### config.mk
export PLATFORM = sky130hd
export DESIGN_NAME = voxel_neighbor_enumerator
export DESIGN_NICKNAME = d
export VERILOG_FILES = /design/src/rtl/vne_pkg.sv /design/src/rtl/vne_axis_div.sv /design/src/rtl/vne_front.sv /design/src/rtl/vne_queue.sv /design/src/rtl/vne_back.sv /design/src/rtl/voxel_neighbor_enumerator.sv
export SDC_FILE = /design/constraint.sdc
export NUM_CORES = 2
export LEC_CHECK = 0
export BUFFER_PORTS_ARGS = -buffer_cell sky130_fd_sc_hd__buf_2
export CORE_MARGIN = 5
export CORE_UTILIZATION = 55
export DETAILED_ROUTE_END_ITERATION = 6
export GPL_TIMING_DRIVEN = 1
export HOLD_SLACK_MARGIN = 0.15
export PLACE_DENSITY = 0.72
export SYNTH_ARGS = -nofsm -noshare
export SYNTH_HDL_FRONTEND = slang
export SYNTH_SLANG_ARGS = --single-unit
### constraint.sdc
create_clock -name clk -period 22.1 [get_ports clk]
set_clock_uncertainty 0.1 [all_clocks]
set_input_delay 3.315 -clock clk [delete_from_list [all_inputs] [get_ports clk]]
set_output_delay 3.315 -clock clk [all_outputs]
set_load 0.02 [all_outputs]
### src/rtl/vne_pkg.sv
`default_nettype none
// ----------------------------------------------------------------------------
// vne_pkg - shared types and constants of the voxel neighbour enumerator
// Geometry limits, register indices, transaction payloads and queue entry.
// ----------------------------------------------------------------------------
package vne_pkg;

	localparam int MAX_RES    = 1024;
	localparam int COORD_BITS = 32;
	localparam int COORD_W    = $clog2(MAX_RES);      // voxel coordinate
	localparam int RES_W      = 11;                    // resolution register
	localparam int VLEN_W     = 31;
	localparam int QBITS      = COORD_W + 2;           // quotient incl. overflow bit
	localparam int STEP_W     = $clog2(QBITS);
	localparam int DIV_W      = VLEN_W + QBITS - 1;
	localparam int IDX_W      = 30;
	localparam int T_W        = 2 * COORD_W;
	localparam int WH_W       = 2 * COORD_W + 1;
	localparam int CFG_IDX_W  = 3;
	localparam int CFG_DATA_W = 32;
	localparam int Q_DEPTH    = 2;
	localparam int QPTR_W     = $clog2(Q_DEPTH);
	localparam int QCNT_W     = $clog2(Q_DEPTH + 1);

	// register indices
	localparam logic [CFG_IDX_W-1:0] REG_ORIGIN_X = 3'd0;
	localparam logic [CFG_IDX_W-1:0] REG_ORIGIN_Y = 3'd1;
	localparam logic [CFG_IDX_W-1:0] REG_ORIGIN_Z = 3'd2;
	localparam logic [CFG_IDX_W-1:0] REG_VLEN     = 3'd3;
	localparam logic [CFG_IDX_W-1:0] REG_RES_X    = 3'd4;
	localparam logic [CFG_IDX_W-1:0] REG_RES_Y    = 3'd5;
	localparam logic [CFG_IDX_W-1:0] REG_RES_Z    = 3'd6;

	// neighbour positions in emission order, per axis
	localparam logic [1:0] X_CTR   = 2'd0;
	localparam logic [1:0] X_PLUS  = 2'd1;
	localparam logic [1:0] X_MINUS = 2'd2;
	localparam logic [1:0] Y_PLUS  = 2'd0;
	localparam logic [1:0] Y_MINUS = 2'd1;
	localparam logic [1:0] Y_CTR   = 2'd2;
	localparam logic [1:0] Z_CTR   = 2'd0;
	localparam logic [1:0] Z_PLUS  = 2'd1;
	localparam logic [1:0] Z_MINUS = 2'd2;

	typedef struct packed {
		logic signed [COORD_BITS-1:0] point_x;
		logic signed [COORD_BITS-1:0] point_y;
		logic signed [COORD_BITS-1:0] point_z;
	} point_t;

	typedef struct packed {
		logic [IDX_W-1:0] cell_index;
		logic             inside_res;
		logic             last;
	} result_t;

	// effective geometry, as seen by the front end
	typedef struct packed {
		logic signed [COORD_BITS-1:0] origin_x;
		logic signed [COORD_BITS-1:0] origin_y;
		logic signed [COORD_BITS-1:0] origin_z;
		logic [VLEN_W-1:0]            vlen;
		logic [RES_W-1:0]             res_x;
		logic [RES_W-1:0]             res_y;
		logic [RES_W-1:0]             res_z;
	} geom_t;

	// one classified point, handed from front to back
	typedef struct packed {
		logic             in_grid;
		logic [IDX_W-1:0] base;
		logic [RES_W-1:0] w;
		logic [WH_W-1:0]  wh;
		logic             xp;
		logic             xm;
		logic             yp;
		logic             ym;
		logic             zp;
		logic             zm;
	} ent_t;

	typedef enum logic [1:0] {
		FE_IDLE,
		FE_DIV,
		FE_CALC,
		FE_PUSH
	} fe_state_t;

	function automatic logic [RES_W-1:0] eff_res(input logic [RES_W-1:0] r);
		logic [RES_W-1:0] v;
		if (r == '0)
			v = RES_W'(1);
		else if (r > RES_W'(MAX_RES))
			v = RES_W'(MAX_RES);
		else
			v = r;
		return v;
	endfunction

endpackage
`default_nettype wire

### src/rtl/vne_axis_div.sv
`default_nettype none
// ----------------------------------------------------------------------------
// vne_axis_div - per-axis offset and restoring divider
// Forms point - origin and divides by the voxel length, one quotient bit a
// cycle, MSB first. The top quotient bit flags an out-of-range quotient.
// ----------------------------------------------------------------------------
module vne_axis_div (
	input  wire logic                                  clk,
	input  wire logic                                  load,
	input  wire logic                                  step,
	input  wire logic signed [vne_pkg::COORD_BITS-1:0] point,
	input  wire logic signed [vne_pkg::COORD_BITS-1:0] origin,
	input  wire logic [vne_pkg::VLEN_W-1:0]            vlen,
	output logic                                       neg,
	output logic [vne_pkg::QBITS-1:0]                  quot
);
	import vne_pkg::*;

	logic [COORD_BITS:0]   diff;
	logic [COORD_BITS-1:0] rem_q;
	logic [DIV_W-1:0]      div_q;
	logic [QBITS-1:0]      quot_q;
	logic                  neg_q;
	logic                  ge;

	assign diff = {point[COORD_BITS-1], point} - {origin[COORD_BITS-1], origin};
	assign ge   = {(DIV_W-COORD_BITS)'(0), rem_q} >= div_q;

	always_ff @(posedge clk) begin
		if (load) begin
			neg_q  <= diff[COORD_BITS];
			rem_q  <= diff[COORD_BITS-1:0];
			div_q  <= {vlen, (QBITS-1)'(0)};
			quot_q <= '0;
		end else if (step) begin
			// divisor below remainder here, so its upper bits are zero
			if (ge)
				rem_q <= rem_q - div_q[COORD_BITS-1:0];
			quot_q <= {quot_q[QBITS-2:0], ge};
			div_q  <= div_q >> 1;
		end
	end

	assign neg  = neg_q;
	assign quot = quot_q;

endmodule
`default_nettype wire

### src/rtl/vne_front.sv
`default_nettype none
// ----------------------------------------------------------------------------
// vne_front - point intake and classification
// Divides all three axes in parallel, checks the grid bounds, works out the
// base index and neighbour validity, and pushes one entry to the queue.
// ----------------------------------------------------------------------------
module vne_front (
	input  wire logic            clk,
	input  wire logic            arst_n,
	input  wire logic            start,
	input  wire vne_pkg::point_t point,
	input  wire vne_pkg::geom_t  geom,
	input  wire logic            q_full,
	output logic                 busy,
	output logic                 push,
	output vne_pkg::ent_t        push_ent
);
	import vne_pkg::*;

	fe_state_t         state_q, state_d;
	logic [STEP_W-1:0] step_q;
	logic              load, step;

	logic              neg_x, neg_y, neg_z;
	logic [QBITS-1:0]  q_x, q_y, q_z;
	logic              in_x, in_y, in_z;
	logic [COORD_W-1:0] cx, cy, cz;
	logic [WH_W-1:0]   t_full, wh_full;

	logic                   inside_s1;
	logic [COORD_W-1:0]     cx_s1;
	logic [T_W-1:0]         t_s1;
	logic [WH_W-1:0]        wh_s1;
	logic                   xp_s1, xm_s1, yp_s1, ym_s1, zp_s1, zm_s1;
	logic [T_W+RES_W-1:0]   base_full;

	vne_axis_div u_div_x (
		.clk(clk), .load(load), .step(step), .point(point.point_x),
		.origin(geom.origin_x), .vlen(geom.vlen), .neg(neg_x), .quot(q_x)
	);
	vne_axis_div u_div_y (
		.clk(clk), .load(load), .step(step), .point(point.point_y),
		.origin(geom.origin_y), .vlen(geom.vlen), .neg(neg_y), .quot(q_y)
	);
	vne_axis_div u_div_z (
		.clk(clk), .load(load), .step(step), .point(point.point_z),
		.origin(geom.origin_z), .vlen(geom.vlen), .neg(neg_z), .quot(q_z)
	);

	always_ff @(posedge clk or negedge arst_n) begin
		if (!arst_n) begin
			state_q <= FE_IDLE;
			step_q  <= '0;
		end else begin
			state_q <= state_d;
			if (load)
				step_q <= STEP_W'(QBITS - 1);
			else if (step)
				step_q <= step_q - STEP_W'(1);
		end
	end

	always_comb begin
		state_d = state_q;
		load    = 1'b0;
		step    = 1'b0;
		push    = 1'b0;
		busy    = 1'b1;
		case (state_q)
			FE_IDLE: begin
				busy = 1'b0;
				if (start) begin
					load    = 1'b1;
					state_d = FE_DIV;
				end
			end
			FE_DIV: begin
				step = 1'b1;
				if (step_q == '0)
					state_d = FE_CALC;
			end
			FE_CALC: state_d = FE_PUSH;
			FE_PUSH: begin
				if (!q_full) begin
					push    = 1'b1;
					state_d = FE_IDLE;
				end
			end
			default: state_d = FE_IDLE;
		endcase
	end

	// bounds: non-negative, overflow bit clear, below resolution
	assign in_x = !neg_x && !q_x[QBITS-1] && (q_x[QBITS-2:0] < geom.res_x);
	assign in_y = !neg_y && !q_y[QBITS-1] && (q_y[QBITS-2:0] < geom.res_y);
	assign in_z = !neg_z && !q_z[QBITS-1] && (q_z[QBITS-2:0] < geom.res_z);
	assign cx   = q_x[COORD_W-1:0];
	assign cy   = q_y[COORD_W-1:0];
	assign cz   = q_z[COORD_W-1:0];

	assign t_full  = WH_W'(cz * geom.res_y) + WH_W'(cy);
	assign wh_full = WH_W'(geom.res_x * geom.res_y);

	always_ff @(posedge clk) begin
		if (state_q == FE_CALC) begin
			inside_s1 <= in_x && in_y && in_z;
			cx_s1     <= cx;
			t_s1      <= t_full[T_W-1:0];
			wh_s1     <= wh_full;
			xm_s1     <= cx != '0;
			ym_s1     <= cy != '0;
			zm_s1     <= cz != '0;
			xp_s1     <= (RES_W'(cx) + RES_W'(1)) < geom.res_x;
			yp_s1     <= (RES_W'(cy) + RES_W'(1)) < geom.res_y;
			zp_s1     <= (RES_W'(cz) + RES_W'(1)) < geom.res_z;
		end
	end

	assign base_full = t_s1 * geom.res_x + (T_W+RES_W)'(cx_s1);

	always_comb begin
		push_ent.in_grid = inside_s1;
		push_ent.base    = base_full[IDX_W-1:0];
		push_ent.w       = geom.res_x;
		push_ent.wh      = wh_s1;
		push_ent.xp      = xp_s1;
		push_ent.xm      = xm_s1;
		push_ent.yp      = yp_s1;
		push_ent.ym      = ym_s1;
		push_ent.zp      = zp_s1;
		push_ent.zm      = zm_s1;
	end

endmodule
`default_nettype wire

### src/rtl/vne_queue.sv
`default_nettype none
// ----------------------------------------------------------------------------
// vne_queue - short FIFO between front and back end
// Holds classified points so the front can take the next point while the
// back end is still listing neighbours.
// ----------------------------------------------------------------------------
module vne_queue (
	input  wire logic          clk,
	input  wire logic          arst_n,
	input  wire logic          push,
	input  wire vne_pkg::ent_t push_ent,
	input  wire logic          pop,
	output logic               full,
	output logic               head_valid,
	output vne_pkg::ent_t      head
);
	import vne_pkg::*;

	ent_t              mem_q [Q_DEPTH];
	logic [QPTR_W-1:0] wr_ptr_q, rd_ptr_q;
	logic [QCNT_W-1:0] cnt_q;

	always_ff @(posedge clk or negedge arst_n) begin
		if (!arst_n) begin
			wr_ptr_q <= '0;
			rd_ptr_q <= '0;
			cnt_q    <= '0;
		end else begin
			if (push)
				wr_ptr_q <= wr_ptr_q + QPTR_W'(1);
			if (pop)
				rd_ptr_q <= rd_ptr_q + QPTR_W'(1);
			if (push && !pop)
				cnt_q <= cnt_q + QCNT_W'(1);
			else if (pop && !push)
				cnt_q <= cnt_q - QCNT_W'(1);
		end
	end

	always_ff @(posedge clk) begin
		if (push)
			mem_q[wr_ptr_q] <= push_ent;
	end

	assign full       = cnt_q == QCNT_W'(Q_DEPTH);
	assign head_valid = cnt_q != '0;
	assign head       = mem_q[rd_ptr_q];

endmodule
`default_nettype wire

### src/rtl/vne_back.sv
`default_nettype none
// ----------------------------------------------------------------------------
// vne_back - neighbour sequencer
// Walks the 27 candidate positions of the queue head, one per cycle, and
// strobes the in-grid ones out. Stops at the last in-grid neighbour.
// ----------------------------------------------------------------------------
module vne_back (
	input  wire logic          clk,
	input  wire logic          arst_n,
	input  wire logic          head_valid,
	input  wire vne_pkg::ent_t head,
	output logic               pop,
	output logic               result_valid,
	output vne_pkg::result_t   result
);
	import vne_pkg::*;

	logic [1:0]       a_q, b_q, c_q;
	logic [1:0]       last_a, last_c;
	logic             ok_x, ok_y, ok_z, cand_ok, is_last;
	logic [IDX_W-1:0] off_x, off_y, off_z, idx;
	logic             result_valid_q;
	result_t          result_q;

	always_comb begin
		case (a_q)
			X_CTR:   begin ok_x = 1'b1;    off_x = '0; end
			X_PLUS:  begin ok_x = head.xp; off_x = IDX_W'(1); end
			X_MINUS: begin ok_x = head.xm; off_x = '1; end
			default: begin ok_x = 1'b0;    off_x = '0; end
		endcase
		case (b_q)
			Y_PLUS:  begin ok_y = head.yp; off_y = IDX_W'(head.w); end
			Y_MINUS: begin ok_y = head.ym; off_y = IDX_W'(0) - IDX_W'(head.w); end
			Y_CTR:   begin ok_y = 1'b1;    off_y = '0; end
			default: begin ok_y = 1'b0;    off_y = '0; end
		endcase
		case (c_q)
			Z_CTR:   begin ok_z = 1'b1;    off_z = '0; end
			Z_PLUS:  begin ok_z = head.zp; off_z = IDX_W'(head.wh); end
			Z_MINUS: begin ok_z = head.zm; off_z = IDX_W'(0) - IDX_W'(head.wh); end
			default: begin ok_z = 1'b0;    off_z = '0; end
		endcase
	end

	// the centre is always in the grid, so the final emitted candidate is
	// the last valid position on each axis
	assign last_a  = head.xm ? X_MINUS : (head.xp ? X_PLUS : X_CTR);
	assign last_c  = head.zm ? Z_MINUS : (head.zp ? Z_PLUS : Z_CTR);
	assign is_last = (a_q == last_a) && (b_q == Y_CTR) && (c_q == last_c);
	assign cand_ok = ok_x && ok_y && ok_z;
	assign idx     = head.base + off_x + off_y + off_z;
	assign pop     = head_valid && (!head.in_grid || is_last);

	always_ff @(posedge clk or negedge arst_n) begin
		if (!arst_n) begin
			a_q            <= X_CTR;
			b_q            <= Y_PLUS;
			c_q            <= Z_CTR;
			result_valid_q <= 1'b0;
		end else begin
			result_valid_q <= head_valid && (!head.in_grid || cand_ok);
			if (pop) begin
				a_q <= X_CTR;
				b_q <= Y_PLUS;
				c_q <= Z_CTR;
			end else if (head_valid) begin
				if (c_q == Z_MINUS) begin
					c_q <= Z_CTR;
					if (b_q == Y_CTR) begin
						b_q <= Y_PLUS;
						a_q <= a_q + 2'd1;
					end else begin
						b_q <= b_q + 2'd1;
					end
				end else begin
					c_q <= c_q + 2'd1;
				end
			end
		end
	end

	always_ff @(posedge clk) begin
		if (head.in_grid) begin
			result_q.cell_index <= idx;
			result_q.inside_res <= 1'b1;
			result_q.last       <= is_last;
		end else begin
			result_q.cell_index <= '0;
			result_q.inside_res <= 1'b0;
			result_q.last       <= 1'b1;
		end
	end

	assign result_valid = result_valid_q;
	assign result       = result_q;

endmodule
`default_nettype wire

### src/rtl/voxel_neighbor_enumerator.sv
`default_nettype none
// ----------------------------------------------------------------------------
// voxel_neighbor_enumerator - 27-neighbourhood voxel index lister
// Maps a Q15.16 point onto a uniform voxel grid and lists the linear indices
// of its voxel and in-grid neighbours; an outside point gives one result.
// ----------------------------------------------------------------------------
// A point is taken when start is high and busy low. The front end then stays
// busy through 12 divider steps (one quotient bit per cycle on each axis),
// one bound check, one base-index multiply and the queue write, which waits
// while both queue entries are full; a new point can be issued once busy falls.
// The back end walks the candidate positions one per clock until the last
// in-grid neighbour: at most 27 positions for a point inside the grid, one
// for a point outside it. Results appear on result for one cycle each, marked
// by result_valid, and cannot be held off. Write the registers only while
// no point is in flight.
// ----------------------------------------------------------------------------
module voxel_neighbor_enumerator (
	input  wire logic                             clk,
	input  wire logic                             arst_n,
	input  wire logic                             start,
	output logic                                  busy,
	input  wire vne_pkg::point_t                  point,
	input  wire logic                             cfg_we,
	input  wire logic [vne_pkg::CFG_IDX_W-1:0]    cfg_index,
	input  wire logic [vne_pkg::CFG_DATA_W-1:0]   cfg_data,
	output logic                                  result_valid,
	output vne_pkg::result_t                      result
);
	import vne_pkg::*;

	logic signed [COORD_BITS-1:0] origin_x_q, origin_y_q, origin_z_q;
	logic [VLEN_W-1:0]            vlen_q;
	logic [RES_W-1:0]             res_x_q, res_y_q, res_z_q;
	geom_t                        geom;

	logic q_full, push, pop, head_valid;
	ent_t push_ent, head;

	always_ff @(posedge clk or negedge arst_n) begin
		if (!arst_n) begin
			origin_x_q <= '0;
			origin_y_q <= '0;
			origin_z_q <= '0;
			vlen_q     <= VLEN_W'(65536);
			res_x_q    <= RES_W'(1);
			res_y_q    <= RES_W'(1);
			res_z_q    <= RES_W'(1);
		end else if (cfg_we) begin
			case (cfg_index)
				REG_ORIGIN_X: origin_x_q <= cfg_data;
				REG_ORIGIN_Y: origin_y_q <= cfg_data;
				REG_ORIGIN_Z: origin_z_q <= cfg_data;
				REG_VLEN:     vlen_q     <= cfg_data[VLEN_W-1:0];
				REG_RES_X:    res_x_q    <= cfg_data[RES_W-1:0];
				REG_RES_Y:    res_y_q    <= cfg_data[RES_W-1:0];
				REG_RES_Z:    res_z_q    <= cfg_data[RES_W-1:0];
				default: ;
			endcase
		end
	end

	// zero length acts as the smallest step; resolutions clamp to [1, MAX_RES]
	always_comb begin
		geom.origin_x = origin_x_q;
		geom.origin_y = origin_y_q;
		geom.origin_z = origin_z_q;
		geom.vlen     = (vlen_q == '0) ? VLEN_W'(1) : vlen_q;
		geom.res_x    = eff_res(res_x_q);
		geom.res_y    = eff_res(res_y_q);
		geom.res_z    = eff_res(res_z_q);
	end

	vne_front u_front (
		.clk(clk), .arst_n(arst_n), .start(start), .point(point), .geom(geom),
		.q_full(q_full), .busy(busy), .push(push), .push_ent(push_ent)
	);

	vne_queue u_queue (
		.clk(clk), .arst_n(arst_n), .push(push), .push_ent(push_ent), .pop(pop),
		.full(q_full), .head_valid(head_valid), .head(head)
	);

	vne_back u_back (
		.clk(clk), .arst_n(arst_n), .head_valid(head_valid), .head(head),
		.pop(pop), .result_valid(result_valid), .result(result)
	);

	a_no_overflow: assert property (@(posedge clk) disable iff (!arst_n)
		q_full |-> !push)
		else $error("queue written while full");

	a_pop_nonempty: assert property (@(posedge clk) disable iff (!arst_n)
		pop |-> head_valid)
		else $error("queue read while empty");

	a_busy_after_take: assert property (@(posedge clk) disable iff (!arst_n)
		start && !busy |=> busy)
		else $error("front end not busy after taking a point");

	a_outside_form: assert property (@(posedge clk) disable iff (!arst_n)
		result_valid && !result.inside_res |-> result.last && result.cell_index == '0)
		else $error("outside result not a single zero-index final transaction");

endmodule
`default_nettype wire

Yosys cells after proc, flatten, opt, wreduce, memory -nomap -nowiden
Memories as Yosys holds them, arrays and structs flattened.
Cells that the tools add are included.

storage, ports and cells
  output and inout bits = 34
  bits in registers = 528
  input port bits = 135
  memories kept = 1
  memory bits (writable) = 138
  word-level logic and storage cells = 227
  ROM bits = 0
  latch bits = 0

memories
  name           words  width  rd ports  clocked after Yosys merged registers in  wr ports  line             source
  u_queue.mem_q  2      69     1         0                                        1         vne_queue.sv:19  ent_t mem_q [Q_DEPTH];

cells by class
  divide/modulo/power cells = 0
  magnitude comparators = 12
  add/subtract/negate cells = 24
  reduce and logical (&&, ||, !) cells = 62
  mux-type cells = 60
  shifts and indexed selects = 0
  multiply operators = 3
  equal/unequal tests = 21
  bitwise logic cells = 0

operators with widths
  cell                     count
  $mux W32                 9
  $mux W42                 6
  $pmux W30 S2             3
  $ge A32 B42 Y1           3
  $sub A32 B32 Y33         3
  $sub A32 B32 Y32         3
  $add A30 B30 Y30         3
  $lt A11 B11 Y1           6
  $mux W11                 6
  $mux W2                  19
  $add A10 B1 Y11 const B  3
  $gt A11 B11 Y1 const B   3
  $logic_not A11 Y1        3
  $logic_not A31 Y1        1
  $mux W31                 1
  $add A30 B10 Y30         1
  $mul A20 B11 Y30         1
  $reduce_bool A10 Y1      3
  $reduce_and A2 Y1        11
  $sub A1 B21 Y22 const A  1
  $mul A11 B11 Y21         1
  $add A20 B10 Y20         1
  $mul A10 B11 Y20         1
  $reduce_bool A2 Y1       9
  other kinds (24)         81

Depth between registers and ports, before layout
An unclocked memory read counts as a cell.

  depth after elaboration = 11
  gate-level depth with buffers = 28
  gate-level depth less buffers = 26

Hierarchy
From an unflattened synthesis, not the netlist that was laid out.

second synthesis, totals
  cells, all modules = 5,800
  area total of the unflattened synthesis = 57,513.9 um^2

by module, submodules not included
  module                     area an instance (um^2)  cells each  times used  seq. area each (um^2)
  vne_axis_div               6,934.2                  753         3           2,382.3
  vne_front                  19,463.7                 2,252       1           1,891.8
  voxel_neighbor_enumerator  6,441.2                  433         1           4,008.8
  vne_queue                  5,520.3                  231         1           4,244.1
  vne_back                   5,286.3                  625         1           815.8

Worst setup path before layout
Ideal clock, no wire load.

  path type = register to register
  start point = register res_x_q[4]
  end point = memory u_queue.mem_q[0][66] (netlist name), data pin
  setup slack = 14,930 ps
  data required time = 21,738 ps
  cell stages (with the launch flop) = 27
  path buffers = 2
  arrival time = 6,807 ps
  period minus slack after synthesis = 7,170 ps
  library setup time = 262 ps
  cell sequence = dfrtp_1 > nor4_1 > nand3_1 > o21ai_1 > and2_1 > clkbuf_1 > clkbuf_1 > nand2_1 > fa_1 > inv_1 > fa_1 > fa_1 > fa_1 > inv_1 > fa_1 > inv_1 > ha_1 > and3_1 > a221o_1 > nand3_1 > and3b_1 > a21oi_1 > a41o_1 > or4_1 > a31o_2 > a21oi_1 > xnor2_1

RTL lines
  what                    line                             source
  start, declared         voxel_neighbor_enumerator.sv:33  logic [RES_W-1:0] res_x_q, res_y_q, res_z_q;
  start signal, assigned  voxel_neighbor_enumerator.sv:54  REG_RES_X: res_x_q <= cfg_data[RES_W-1:0];
  end, declared           vne_queue.sv:19

==> impl_results.rst <==
.. list-table::
   :header-rows: 1

   * - Metric
     - Value
   * - Run status
     - complete, no violations
   * - Max-capacitance violation count
     - 0
   * - CTS tree
     - built
   * - Synthesized netlist net count
     - 6467
   * - Lkg Pwr
     - 25.9 nW
   * - Logic depth of the worst register-to-register path
     - 24
   * - Final GP Congestion
     - 0.958
   * - Crit. Startpoint
     - res_x_q[6]$_DFFE_PN0P_
   * - Source of the worst register-to-register timing path
     - res_x_q[6]$_DFFE_PN0P_
   * - Clock Latency Late Sink
     - 0.66 ns
   * - Number of clock sinks
     - 582
   * - Setup slack after placement
     - 13.66 ns
   * - Share of cells above drive strength 1
     - 8.47%
   * - Number of buffers inserted by port buffering
     - 168
   * - Post-synthesis sequential area ratio
     - 30.8%
   * - Largest voltage drop on the vdd net
     - 142 uV
   * - Count of routing violations after the opening detailed-route iteration
     - 3129
   * - Number of failing hold endpoints at the final stage
     - 0
   * - Setup TNS after final layout
     - 0 ns
   * - Path category of the worst min-delay check
     - reg -> reg
   * - WP data arrival
     - 8.81 ns
   * - Width of the die
     - 316 um
   * - Number of detailed-routing iterations run before antenna repair
     - 6
   * - Post-DR vias/cell
     - 5.75
   * - GRT Util Overall
     - 27.2%
   * - Post-synthesis register bit count
     - 582
   * - Standard-cell row count
     - 112
   * - Post-synthesis average cell area
     - 9.44 um2
   * - Total of cells resized after clock tree synthesis
     - 0
   * - Number of synthesis warnings
     - 0
   * - Element type at the critical path start
     - flop
   * - Via Count
     - 39356
   * - Worst setup path endpoint
     - u_queue.mem_q[0][66]$_DFFE_PP_
   * - Relative slew margins
     - 20.4%
   * - Distinct cell type count after synthesis
     - 93
   * - Clock input transition at the sequential cells of the worst setup and hold paths
     - 0.06 ns
   * - Setup repair after global routing missed its margin
     - no
   * - Final critical delay including setup and external delays
     - 8.54 ns
   * - Max H-tree Level
     - 3
   * - Growth of design area from synthesis to finish
     - 8.81%
   * - Kind of critical path
     - reg -> reg
   * - Post-layout net count
     - 6559
   * - Initial standard-cell utilization of the core
     - 55.2%
   * - Final wirelength
     - 136000 um
   * - Vias in the first global route
     - 38848
   * - Netlist Area Pre-Place
     - 51400 um2
   * - I/O pin count
     - 169
   * - Critical path required time
     - 22.37 ns
   * - Endpoint type of the worst setup path
     - flop
   * - Share of the core filled with cells in the final layout
     - 60.1%
   * - Total of endpoints with negative setup slack in the final report
     - 0
   * - Actual transition at the worst max-transition pin
     - 1.19 ns
   * - Post-CTS Setup Bufs
     - 0
   * - Wire length of the first global-routing pass
     - 214000 um
   * - PnR worst setup slack
     - 13.56 ns
   * - Initial antenna violation count
     - 2
   * - Half-perimeter wire length after placement
     - 104000 um
   * - Instance count of the mapped netlist
     - 5443
   * - Share of the clock period used by the worst path after layout
     - 38.6%
   * - TritonCTS buffer count
     - 71
   * - Max Transition Viols Final
     - 0
   * - Die area
     - 99600 um2
   * - Top library cells by usage in the layout, fill and taps aside
     - 730 x inv_1, 630 x nand2_1, 494 x ha_1, 392 x fa_1, 326 x edfxtp_1
   * - Most common library cell in the layout ignoring fill and taps
     - inv_1
   * - Total Power Consumption
     - 9.44 mW
   * - DRC violation count after routing
     - 0
   * - Capture point of the worst reg-to-reg path
     - u_queue.mem_q[0][66]$_DFFE_PP_
   * - Antenna Nets Post-Route
     - 0
   * - Count of flip-flops with a built-in enable after synthesis
     - 326
   * - Power per standard cell area
     - 169 nW/um2
   * - Die outline height
     - 316 um
   * - Wire length per cell
     - 19.8 um
   * - Buffer cell driving the clock tree root
     - clkbuf_16
   * - Maximum count of clock buffers along a single path
     - 3
   * - Total of hold buffers inserted after clock tree synthesis
     - 0
   * - Pin count of the biggest net entering global routing
     - 78
   * - GRT overflow
     - 0
   * - Highest fanout seen on the critical path
     - 24
   * - Core ar.
     - 93000 um2
   * - Highest achievable clock rate
     - 117 MHz
   * - Internal reg-to-reg setup slack
     - 13.56 ns
   * - Share of synthesized flip-flops with an asynchronous set or reset
     - 30.4%
   * - Most common flop cell mapped by yosys
     - edfxtp_1
==> Yosys cell counts (all sizes together) (73+ instances only) <==
cell type | number | share of area (%)
dfrtp | 173 | 8.4
clkbuf | 168 | 1.2
mux2 | 79 | 1.7
nor2 | 325 | 2.4
nor3 | 73 | 0.71
mux2i | 113 | 2.2
ha | 497 | 12
a21o | 102 | 1.5
nand2 | 632 | 4.6
xnor2 | 184 | 3.2
edfxtp | 326 | 19
and2 | 123 | 1.5
nand3 | 113 | 1.1
dfxtp | 79 | 3.1
o21ai | 302 | 2.9
a21oi | 281 | 2.7
nand2b | 83 | 1.0
fa | 392 | 15
xor2 | 117 | 2.0
inv | 731 | 5.3
==> sequential cells by signal (all words and copies together), names as in the netlist, 4 cells and up <==
register / count
res_z_q: 11
u_front.u_div_y.rem_q: 32
u_back.result: 32
res_x_q: 11
u_front.t_s1: 20
res_y_q: 11
u_front.u_div_x.rem_q: 32
u_front.cx_s1: 10
origin_y_q: 32
origin_z_q: 32
u_front.u_div_z.quot: 12
u_front.wh_s1: 21
origin_x_q: 32
u_front.u_div_z.div_q: 42
u_front.u_div_y.quot: 12
u_front.u_div_z.rem_q: 32
u_queue.mem_q: 138
u_front.step_q: 4
vlen_q: 31
u_front.u_div_x.quot: 12
==> report_power, final <==
group | internal, mW | leakage (nW) | total [mW] | switching, mW
sequential | 1.87 | 5.82 | 2.08 | 0.206
clock | 0.726 | 1.19 | 1.24 | 0.513
combinational | 2.46 | 18.8 | 6.12 | 3.66
total | 5.06 | 25.9 | 9.44 | 4.38
==> metal layers <==
| layer | up-vias | global-route usage (%) | routed length, um |
|---|---|---|---|
| li1 | 18507 | - | - |
| met1 | 19188 | 37.5 | 57700 |
| met2 | 1396 | 44.2 | 62600 |
| met3 | 261 | 4.47 | 10400 |
| met4 | 4 | 9.19 | 4920 |
| met5 | - | 0 | 21 |
==> how the worst min path moves through the flow <==
stage,start,end,depth (start not counted)
5_1_grt,u_front.wh_s1[15]$_DFFE_PP_,u_queue.mem_q[1][21]$_DFFE_PP_,0
3_5_place_dp,u_front.wh_s1[7]$_DFFE_PP_,u_queue.mem_q[0][13]$_DFFE_PP_,0
3_3_place_gp,u_front.wh_s1[12]$_DFFE_PP_,u_queue.mem_q[0][18]$_DFFE_PP_,0
4_1_cts,u_front.wh_s1[7]$_DFFE_PP_,u_queue.mem_q[0][13]$_DFFE_PP_,0
6_report,u_front.wh_s1[7]$_DFFE_PP_,u_queue.mem_q[0][13]$_DFFE_PP_,0
2_1_floorplan,u_front.zm_s1$_DFFE_PP_,u_queue.mem_q[0][0]$_DFFE_PP_,0
==> critical path, cell delays in order (launching register included) <==
cell	delay, ns
dfrtp_1	0.45
nor4_1	0.27
nand3_1	0.14
o21ai_1	0.68
and2_1	1.03
nand2_1	0.20
fa_1	0.58
inv_1	0.05
fa_1	0.47
fa_1	0.52
fa_1	0.54
inv_1	0.05
fa_1	0.52
inv_1	0.04
ha_1	0.33
and3_1	0.26
a221o_1	0.38
nand3_1	0.11
and3b_1	0.23
a21oi_1	0.11
a41o_1	0.25
or4_1	0.42
a31o_2	0.25
a21oi_1	0.17
xnor2_1	0.10
==> stage by stage <==
| stage | cell area (um2) | hold slack (ns) | cells |
|---|---|---|---|
| finish | 55900 | 0.343 | 6849 |
| floorplan | 51400 | 0.321 | 5443 |
| detailed placement | 53500 | 0.332 | 6716 |
| global route | 55900 | 0.356 | 6848 |
| global placement | 53500 | 0.324 | 6716 |
| CTS | 55900 | 0.346 | 6848 |
==> area by class of cell <==
type                       count  area, um2
clock buffer                  83       1890
inverter                     737       2770
sequential                   582      15800
clock inverter                49        543
fill                        8018      37100
antenna                        1       2.50
multi-input combinational   3932      32200
timing repair buffer         211       1170
tap                         1254       1570
==> kinds of logic (layout without fill, tap and decap cells) <==
logic type	count (synthesis)	in the layout	synth area share [%]
flip-flops	582	582	30.8
multiplexers	192	192	3.93
buffers and inverters	929	1080	6.83
AND/OR/NAND/NOR	1582	1582	14.3
other	0	1	0
AO/OA/AOI/OAI	968	968	11.6
XOR/XNOR	301	301	5.15
adder cells (fa/ha/maj)	889	889	27.4
No activity file was read; power rests on OpenSTA's default activity.
